===== config.mk =====
export PLATFORM = sky130hd
export DESIGN_NAME = gf256_matrix_vector_multiply
export DESIGN_NICKNAME = d
export VERILOG_FILES = /design/src/rtl/core/gf_mvm_pkg.sv /design/src/rtl/core/gf_mvm_cfg.sv /design/src/rtl/core/gf_mvm_pow_stage.sv /design/src/rtl/core/gf_mvm_accum.sv /design/src/rtl/core/gf256_matrix_vector_multiply.sv
export SDC_FILE = /design/constraint.sdc
export NUM_CORES = 2
export LEC_CHECK = 0
export CORE_AREA = 2 2 249 374
export DETAILED_ROUTE_END_ITERATION = 7
export DIE_AREA = 0 0 251 376
export DONT_BUFFER_PORTS = 1
export PLACE_DENSITY_LB_ADDON = 0.25
export SLEW_MARGIN = 15
export SYNTH_ARGS = -nofsm -noshare
export SYNTH_HDL_FRONTEND = slang
export SYNTH_SLANG_ARGS = --single-unit

===== constraint.sdc =====
create_clock -name clk_i -period 6.5 [get_ports clk_i]
set_clock_uncertainty 0.15 [all_clocks]
set_input_delay 0.65 -clock clk_i [delete_from_list [all_inputs] [get_ports clk_i]]
set_output_delay 0.65 -clock clk_i [all_outputs]
set_load 0.05 [all_outputs]

===== src/rtl/core/gf_mvm_pkg.sv =====
// ----------------------------------------------------------------------------
// gf_mvm_pkg
// Shared types, register indexes, reset values and the GF(2^8) doubling
// helper for the GF(2^8) matrix-vector multiplier.
// ----------------------------------------------------------------------------
package gf_mvm_pkg;

  // Vector geometry
  localparam int unsigned NumElems = 4;
  localparam int unsigned ByteW    = 8;
  localparam int unsigned NumPows  = 8;
  localparam int unsigned VecW     = NumElems * ByteW;

  // Configuration register indexes
  localparam int unsigned CfgIdxW = 3;
  localparam logic [CfgIdxW-1:0] REG_COL0 = 3'd0;
  localparam logic [CfgIdxW-1:0] REG_COL1 = 3'd1;
  localparam logic [CfgIdxW-1:0] REG_COL2 = 3'd2;
  localparam logic [CfgIdxW-1:0] REG_COL3 = 3'd3;
  localparam logic [CfgIdxW-1:0] REG_POLY = 3'd4;

  // Reset values: AES MixColumns matrix and the AES polynomial
  localparam logic [VecW-1:0]  COL0_RST = 32'h0301_0102;
  localparam logic [VecW-1:0]  COL1_RST = 32'h0101_0203;
  localparam logic [VecW-1:0]  COL2_RST = 32'h0102_0301;
  localparam logic [VecW-1:0]  COL3_RST = 32'h0203_0101;
  localparam logic [ByteW-1:0] POLY_RST = 8'h1B;

  typedef logic [ByteW-1:0] byte_t;

  // Column j, byte i is the coefficient in row i
  typedef struct packed {
    logic [NumElems-1:0][VecW-1:0] col;
    byte_t                         poly;
  } cfg_t;

  // pow[j][k] = x_j * 2^k reduced
  typedef logic [NumElems-1:0][NumPows-1:0][ByteW-1:0] pow_arr_t;
  typedef logic [NumElems-1:0][ByteW-1:0]              vec_t;

  // Multiply by x modulo x^8 + poly
  function automatic byte_t xtime(input byte_t b, input byte_t poly);
    return {b[ByteW-2:0], 1'b0} ^ (b[ByteW-1] ? poly : '0);
  endfunction

endpackage


===== src/rtl/core/gf_mvm_cfg.sv =====
// ----------------------------------------------------------------------------
// gf_mvm_cfg
// Configuration register file: four matrix columns and the reduction
// polynomial byte. Writes to unknown indexes are dropped.
// ----------------------------------------------------------------------------
module gf_mvm_cfg (
  input  logic                           clk_i,
  input  logic                           rst_ni,
  input  logic                           cfg_valid_i,
  output logic                           cfg_ready_o,
  input  logic [gf_mvm_pkg::CfgIdxW-1:0] cfg_index_i,
  input  logic [gf_mvm_pkg::VecW-1:0]    cfg_data_i,
  output gf_mvm_pkg::cfg_t               cfg_o
);
  import gf_mvm_pkg::*;

  cfg_t cfg_q, cfg_d;

  // Always able to take a write request
  assign cfg_ready_o = 1'b1;

  // Register decode
  always_comb begin
    cfg_d = cfg_q;
    if (cfg_valid_i) begin
      case (cfg_index_i)
        REG_COL0: cfg_d.col[0] = cfg_data_i;
        REG_COL1: cfg_d.col[1] = cfg_data_i;
        REG_COL2: cfg_d.col[2] = cfg_data_i;
        REG_COL3: cfg_d.col[3] = cfg_data_i;
        REG_POLY: cfg_d.poly   = cfg_data_i[ByteW-1:0];
        default:  cfg_d        = cfg_q;
      endcase
    end
  end

  always_ff @(posedge clk_i or negedge rst_ni) begin
    if (!rst_ni) begin
      cfg_q.col[0] <= COL0_RST;
      cfg_q.col[1] <= COL1_RST;
      cfg_q.col[2] <= COL2_RST;
      cfg_q.col[3] <= COL3_RST;
      cfg_q.poly   <= POLY_RST;
    end else begin
      cfg_q <= cfg_d;
    end
  end

  assign cfg_o = cfg_q;

endmodule


===== src/rtl/core/gf_mvm_pow_stage.sv =====
// ----------------------------------------------------------------------------
// gf_mvm_pow_stage
// Elastic pipeline stage that fills four powers of the per-element power table,
// starting at power BASE. Lower powers pass through and higher ones are cleared.
// ----------------------------------------------------------------------------
module gf_mvm_pow_stage #(
  parameter int BASE = 0
) (
  input  logic                 clk_i,
  input  logic                 rst_ni,
  input  gf_mvm_pkg::byte_t    poly_i,
  input  logic                 valid_i,
  output logic                 ready_o,
  input  gf_mvm_pkg::pow_arr_t pow_i,
  output logic                 valid_o,
  input  logic                 ready_i,
  output gf_mvm_pkg::pow_arr_t pow_o
);
  import gf_mvm_pkg::*;

  localparam int PrevPow = (BASE == 0) ? 0 : BASE - 1;

  logic     valid_q;
  pow_arr_t pow_q, pow_d;

  // Doubling chain, four powers per element
  always_comb begin
    byte_t run;
    for (int j = 0; j < NumElems; j++) begin
      run = (BASE == 0) ? pow_i[j][0] : xtime(pow_i[j][PrevPow], poly_i);
      for (int k = 0; k < NumPows; k++) begin
        if (k < BASE) begin
          pow_d[j][k] = pow_i[j][k];
        end else if (k < BASE + 4) begin
          pow_d[j][k] = run;
          run         = xtime(run, poly_i);
        end else begin
          pow_d[j][k] = '0;
        end
      end
    end
  end

  // Stage moves when empty or when downstream takes the request
  assign ready_o = !valid_q || ready_i;

  always_ff @(posedge clk_i or negedge rst_ni) begin
    if (!rst_ni) begin
      valid_q <= 1'b0;
    end else if (ready_o) begin
      valid_q <= valid_i;
    end
  end

  always_ff @(posedge clk_i) begin
    if (valid_i && ready_o) begin
      pow_q <= pow_d;
    end
  end

  assign valid_o = valid_q;
  assign pow_o   = pow_q;

endmodule


===== src/rtl/core/gf_mvm_accum.sv =====
// ----------------------------------------------------------------------------
// gf_mvm_accum
// Final elastic stage: selects powers by the coefficient bits and XORs all
// products of each row into one output byte. Doubles as the output register.
// ----------------------------------------------------------------------------
module gf_mvm_accum #(
  parameter int DIM = 4
) (
  input  logic                 clk_i,
  input  logic                 rst_ni,
  input  gf_mvm_pkg::cfg_t     cfg_i,
  input  logic                 valid_i,
  output logic                 ready_o,
  input  gf_mvm_pkg::pow_arr_t pow_i,
  output logic                 valid_o,
  input  logic                 ready_i,
  output gf_mvm_pkg::vec_t     vec_o
);
  import gf_mvm_pkg::*;

  logic valid_q;
  vec_t vec_q, vec_d;

  // Row sums; rows and columns past DIM contribute nothing
  always_comb begin
    byte_t sum;
    byte_t coef;
    for (int i = 0; i < NumElems; i++) begin
      sum = '0;
      for (int j = 0; j < NumElems; j++) begin
        coef = cfg_i.col[j][ByteW*i +: ByteW];
        if (i < DIM && j < DIM) begin
          for (int k = 0; k < NumPows; k++) begin
            sum = sum ^ (pow_i[j][k] & {ByteW{coef[k]}});
          end
        end
      end
      vec_d[i] = sum;
    end
  end

  assign ready_o = !valid_q || ready_i;

  always_ff @(posedge clk_i or negedge rst_ni) begin
    if (!rst_ni) begin
      valid_q <= 1'b0;
    end else if (ready_o) begin
      valid_q <= valid_i;
    end
  end

  always_ff @(posedge clk_i) begin
    if (valid_i && ready_o) begin
      vec_q <= vec_d;
    end
  end

  assign valid_o = valid_q;
  assign vec_o   = vec_q;

endmodule


===== src/rtl/core/gf256_matrix_vector_multiply.sv =====
// ----------------------------------------------------------------------------
// gf256_matrix_vector_multiply
// Multiplies a column of up to four bytes by a configured square byte matrix
// over GF(2^8), reduced modulo x^8 + a configured low polynomial byte.
//
//   channel  direction  handshake                  payload
//   s_axis   in         s_axis_tvalid/tready       tdata[31:0] vec_in_0..3
//   m_axis   out        m_axis_tvalid/tready       tdata[31:0] vec_out_0..3
//   cfg      in         cfg_valid_i/cfg_ready_o    cfg_index_i, cfg_data_i
//
// One column per clock while the output is not stalled, through three register
// stages: powers 0-3, powers 4-7, then select-and-XOR into the output register.
// Each stage holds its request under stall and refills when its successor
// frees up, so bubbles are squeezed out and nothing is dropped or repeated.
// Reset clears the stage valids and loads the AES MixColumns matrix and 0x1B.
// ----------------------------------------------------------------------------
module gf256_matrix_vector_multiply #(
  parameter int DIM = 4
) (
  input  logic                           clk_i,
  input  logic                           rst_ni,
  // Input column
  input  logic                           s_axis_tvalid,
  output logic                           s_axis_tready,
  input  logic [gf_mvm_pkg::VecW-1:0]    s_axis_tdata,  // vec_in_0..vec_in_3, low up
  // Result column
  output logic                           m_axis_tvalid,
  input  logic                           m_axis_tready,
  output logic [gf_mvm_pkg::VecW-1:0]    m_axis_tdata,  // vec_out_0..vec_out_3, low up
  // Configuration writes
  input  logic                           cfg_valid_i,
  output logic                           cfg_ready_o,
  input  logic [gf_mvm_pkg::CfgIdxW-1:0] cfg_index_i,
  input  logic [gf_mvm_pkg::VecW-1:0]    cfg_data_i
);
  import gf_mvm_pkg::*;

  cfg_t     cfg;
  pow_arr_t pow_in, pow_lo, pow_hi;
  logic     lo_valid, lo_ready, hi_valid, hi_ready;
  vec_t     vec_out;

  gf_mvm_cfg u_cfg (
    .clk_i       (clk_i),
    .rst_ni      (rst_ni),
    .cfg_valid_i (cfg_valid_i),
    .cfg_ready_o (cfg_ready_o),
    .cfg_index_i (cfg_index_i),
    .cfg_data_i  (cfg_data_i),
    .cfg_o       (cfg)
  );

  // Seed power zero with the input bytes
  always_comb begin
    pow_in = '0;
    for (int j = 0; j < NumElems; j++) begin
      pow_in[j][0] = s_axis_tdata[ByteW*j +: ByteW];
    end
  end

  gf_mvm_pow_stage #(.BASE(0)) u_pow_lo (
    .clk_i   (clk_i),
    .rst_ni  (rst_ni),
    .poly_i  (cfg.poly),
    .valid_i (s_axis_tvalid),
    .ready_o (s_axis_tready),
    .pow_i   (pow_in),
    .valid_o (lo_valid),
    .ready_i (lo_ready),
    .pow_o   (pow_lo)
  );

  gf_mvm_pow_stage #(.BASE(4)) u_pow_hi (
    .clk_i   (clk_i),
    .rst_ni  (rst_ni),
    .poly_i  (cfg.poly),
    .valid_i (lo_valid),
    .ready_o (lo_ready),
    .pow_i   (pow_lo),
    .valid_o (hi_valid),
    .ready_i (hi_ready),
    .pow_o   (pow_hi)
  );

  gf_mvm_accum #(.DIM(DIM)) u_accum (
    .clk_i   (clk_i),
    .rst_ni  (rst_ni),
    .cfg_i   (cfg),
    .valid_i (hi_valid),
    .ready_o (hi_ready),
    .pow_i   (pow_hi),
    .valid_o (m_axis_tvalid),
    .ready_i (m_axis_tready),
    .vec_o   (vec_out)
  );

  assign m_axis_tdata = vec_out;

endmodule


==> impl_metrics.toml <==
[run_status]
status = "complete, no violations"

[final_layout]
final-seq-area_mm2 = 0.0160
drive_above_1_share = 0.0913
fillCellCount = 8963
area_growth_syn_to_layout_pct = 9.54
fin_area_mm2 = 0.0376
layout.nets = 3434
multi_input_area_mm2 = 0.0176
final_cells = 4598

[route]
drt-total-wl_um = 152000
wl_met2_um = 71300
met1_length_um = 52800
wl_per_cell_um = 33.1
dr_wl_met3_um = 11200
drc = 0
vias = 25207
antenna_left = 0
routed.top_layer = "met4"
first_pass_iters = 5
routed_via_density = 5.48
drt_first_iter_violations = 2918

[clock_network]
cts_setup_buffers = 0
cts_root_buffer = "clkbuf_16"
cts_num_sinks = 555
cts.htree.levels = 2
cts_buffers = 51
clk_latency_ps = 630
clockBufferDepth = 3
clk_pin_slew_ps = 70
cts_tree = "yes"

[synthesis]
syn_area_per_cell_um2 = 10.1
synth_commonest_cells = "1221 x nand2_1, 947 x xnor2_1, 416 x edfxtp_1, 231 x xor2_1, 148 x clkbuf_1"
yosysWarningCount = 0
synth_seq_cells = 555
yosysSeqAreaShare = 0.466
synth_top_cell_area_share = 0.364
netlist_area_mm2 = 0.0343
synth_cell_types = 43
async_reset_ff_frac = 0.250
ys_top_cells_by_area = "edfxtp_1 36%, xnor2_1 24%, nand2_1 13%"
synth_most_common_cell = "nand2_1"
synth-edff-count = 416
syn_inst = 3410
ys.flop_type = "edfxtp_1"
syn-num-nets = 3482
yosysTopAreaCell = "edfxtp_1"

[floorplan]
dieArea_mm2 = 0.0944
io_pins = 107
dieHeight_um = 376
start_util = 0.376
core_area_mm2 = 0.0912
rows = 136
die_w_um = 251

[timing]
post-route-period-util = 0.524
worst_pin_slew_ps = 1320
max_freq_mhz = 293
period_needed_ps = 3410
tns_ps = 0
drv_slew = 0
rsz0062_at_grt = "no"
slew_headroom = 0.120
final-hold-violation-count = 0
setup_violations = 0

[job]
cap_violations = 0

[hold_path]
hp-class = "in -> reg"

[global_routing]
grt_pass1_vias = 24725
grt_overflow = 0
grt_pass1_wl_um = 204000
grt_util_all_layers = 0.319
antenna_found_initial = 6
grt_max_degree = 160

[setup_path]
path_buf_inv = 0
slowest_delay_ps = 910
startpoint_type = "register"
crit_arrival_ps = 3510
cp_top_family = "XOR/XNOR gates"
cp_data_required_time_ps = 6600
path_common_cell = "xnor2_1"
crit_path_max_fanout = 9
endpoint_kind = "register"
path_cells = "nand2_1 -> xnor2_1 -> xnor2_1 -> xnor2_1 -> xnor2_1 -> xnor2_1"
path_class = "reg -> reg"
slowest_stage = "xnor2_1"

[placed_design]
io_buffer_count = 0
gp_congestion = 1.03
dpl_cell_area_mm2 = 0.0353
place_inst = 4433
hpwlAfterDp_um = 113000

[pwr]
peakVddDrop_mv = 0.235
pwr_density_cell_mw_per_mm2 = 638
p_leak_nw = 13.0
p_total_mw = 24.0
[state kept, by name, indices dropped and copies added, names as in the netlist]
name              count
u_pow_lo.pow_o      128
u_accum.valid_o       1
u_pow_lo.valid_o      1
u_pow_hi.pow_o      256
u_pow_hi.valid_o      1
u_accum.vec_o        32
u_cfg.cfg_o         136
[final timing paths]
check,start,end,slack (ps),cells after the start
setup / recovery,u_cfg.cfg_o[28]$_DFFE_PN0P_,u_accum.vec_o[22]$_DFFE_PP_,3090,6
hold / removal,cfg_data_i[27],u_cfg.cfg_o[131]$_DFFE_PN0P_,20,1
setup reg to reg,u_cfg.cfg_o[28]$_DFFE_PN0P_,u_accum.vec_o[22]$_DFFE_PP_,3090,6
hold reg to reg,u_pow_lo.pow_o[16]$_DFFE_PP_,u_pow_hi.pow_o[16]$_DFFE_PP_,260,0
max in group asynchronous,rst_ni,u_cfg.cfg_o[7]$_DFFE_PN0P_,5010,2
min in group asynchronous,rst_ni,u_cfg.cfg_o[92]$_DFFE_PN0P_,500,2
[repair_timing]
action,CTS,global route
endpoints found under the hold margin,214,0
resized for setup,0,0
hold buffers,49,0
[through the flow]
step	util	hold slack (ps)	setup slack, ps
5_1_grt	0.412	15.5	3060
2_1_floorplan	-	204	1630
3_5_place_dp	0.387	215	3280
4_1_cts	0.412	0.214	3270
3_3_place_gp	0.387	215	3290
6_report	0.412	22.7	3090
[worst register-to-register path, stage by stage (launching register included)]
cell and delay, ps:
dfrtp_1 890, nand2_1 160, xnor2_1 220, xnor2_1 160, xnor2_1 120, xnor2_1 910
xnor2_1 450
[final cells by class]
class | count | share of cell area
Antenna cell | 20 | 0.00133
Clock buffer | 71 | 0.0380
Clock inverter | 25 | 0.00749
Inverter | 4 | 0.000399
Multi-Input combinational cell | 2669 | 0.468
Sequential cell | 555 | 0.426
Tap cell | 1173 | 0.0390
Timing Repair Buffer | 81 | 0.0202
[kinds of logic (layout without fill, tap and decap cells)]
group                     Yosys count  count (layout)  synth area share
muxes                             139             139            0.0459
AOI/OAI and AO/OA                  28              28           0.00627
buffers and inverters             186             181            0.0223
other                               1              21          0.000109
and+or+nand+nor                  1309            1309             0.150
DFF                               555             555             0.466
xor gates and xnor gates         1192            1192             0.309
[power breakdown]
group	total, mW	switching, mW	internal (mW)
registers	8.27	2.69	5.59
clock network	3.14	1.39	1.75
logic	12.6	7.23	5.36
total	24.0	11.3	12.7
[metal layers]
layer,track usage,up-vias
met5,0,-
met4,0.287,0
met3,0.0548,590
met2,0.530,1458
met1,0.351,12417
li1,-,10742
[cell usage in the layout, fill, tap and decap left out, types with 4 or more instances in the layout]
cell type,n
a211o_1,4
a21oi_1,8
a32oi_1,4
and2_1,33
buf_4,31
bufinv_16,5
clkbuf_1,14
clkbuf_16,53
clkinv_2,8
dfrtp_1,113
dfstp_2,24
diode_2,20
dlygate4sd3_1,48
edfxtp_1,416
mux2_2,136
nand2_1,1221
nand2b_1,5
nand3_1,5
nand4_1,4
nor2_1,4
nor2b_1,8
nor3_1,4
o21a_1,4
o31ai_1,4
or3b_1,4
or4_4,4
xnor2_1,947
xnor2_2,8
xor2_1,231
xor3_2,4
Note: power is estimated with default switching activity, not from simulation.
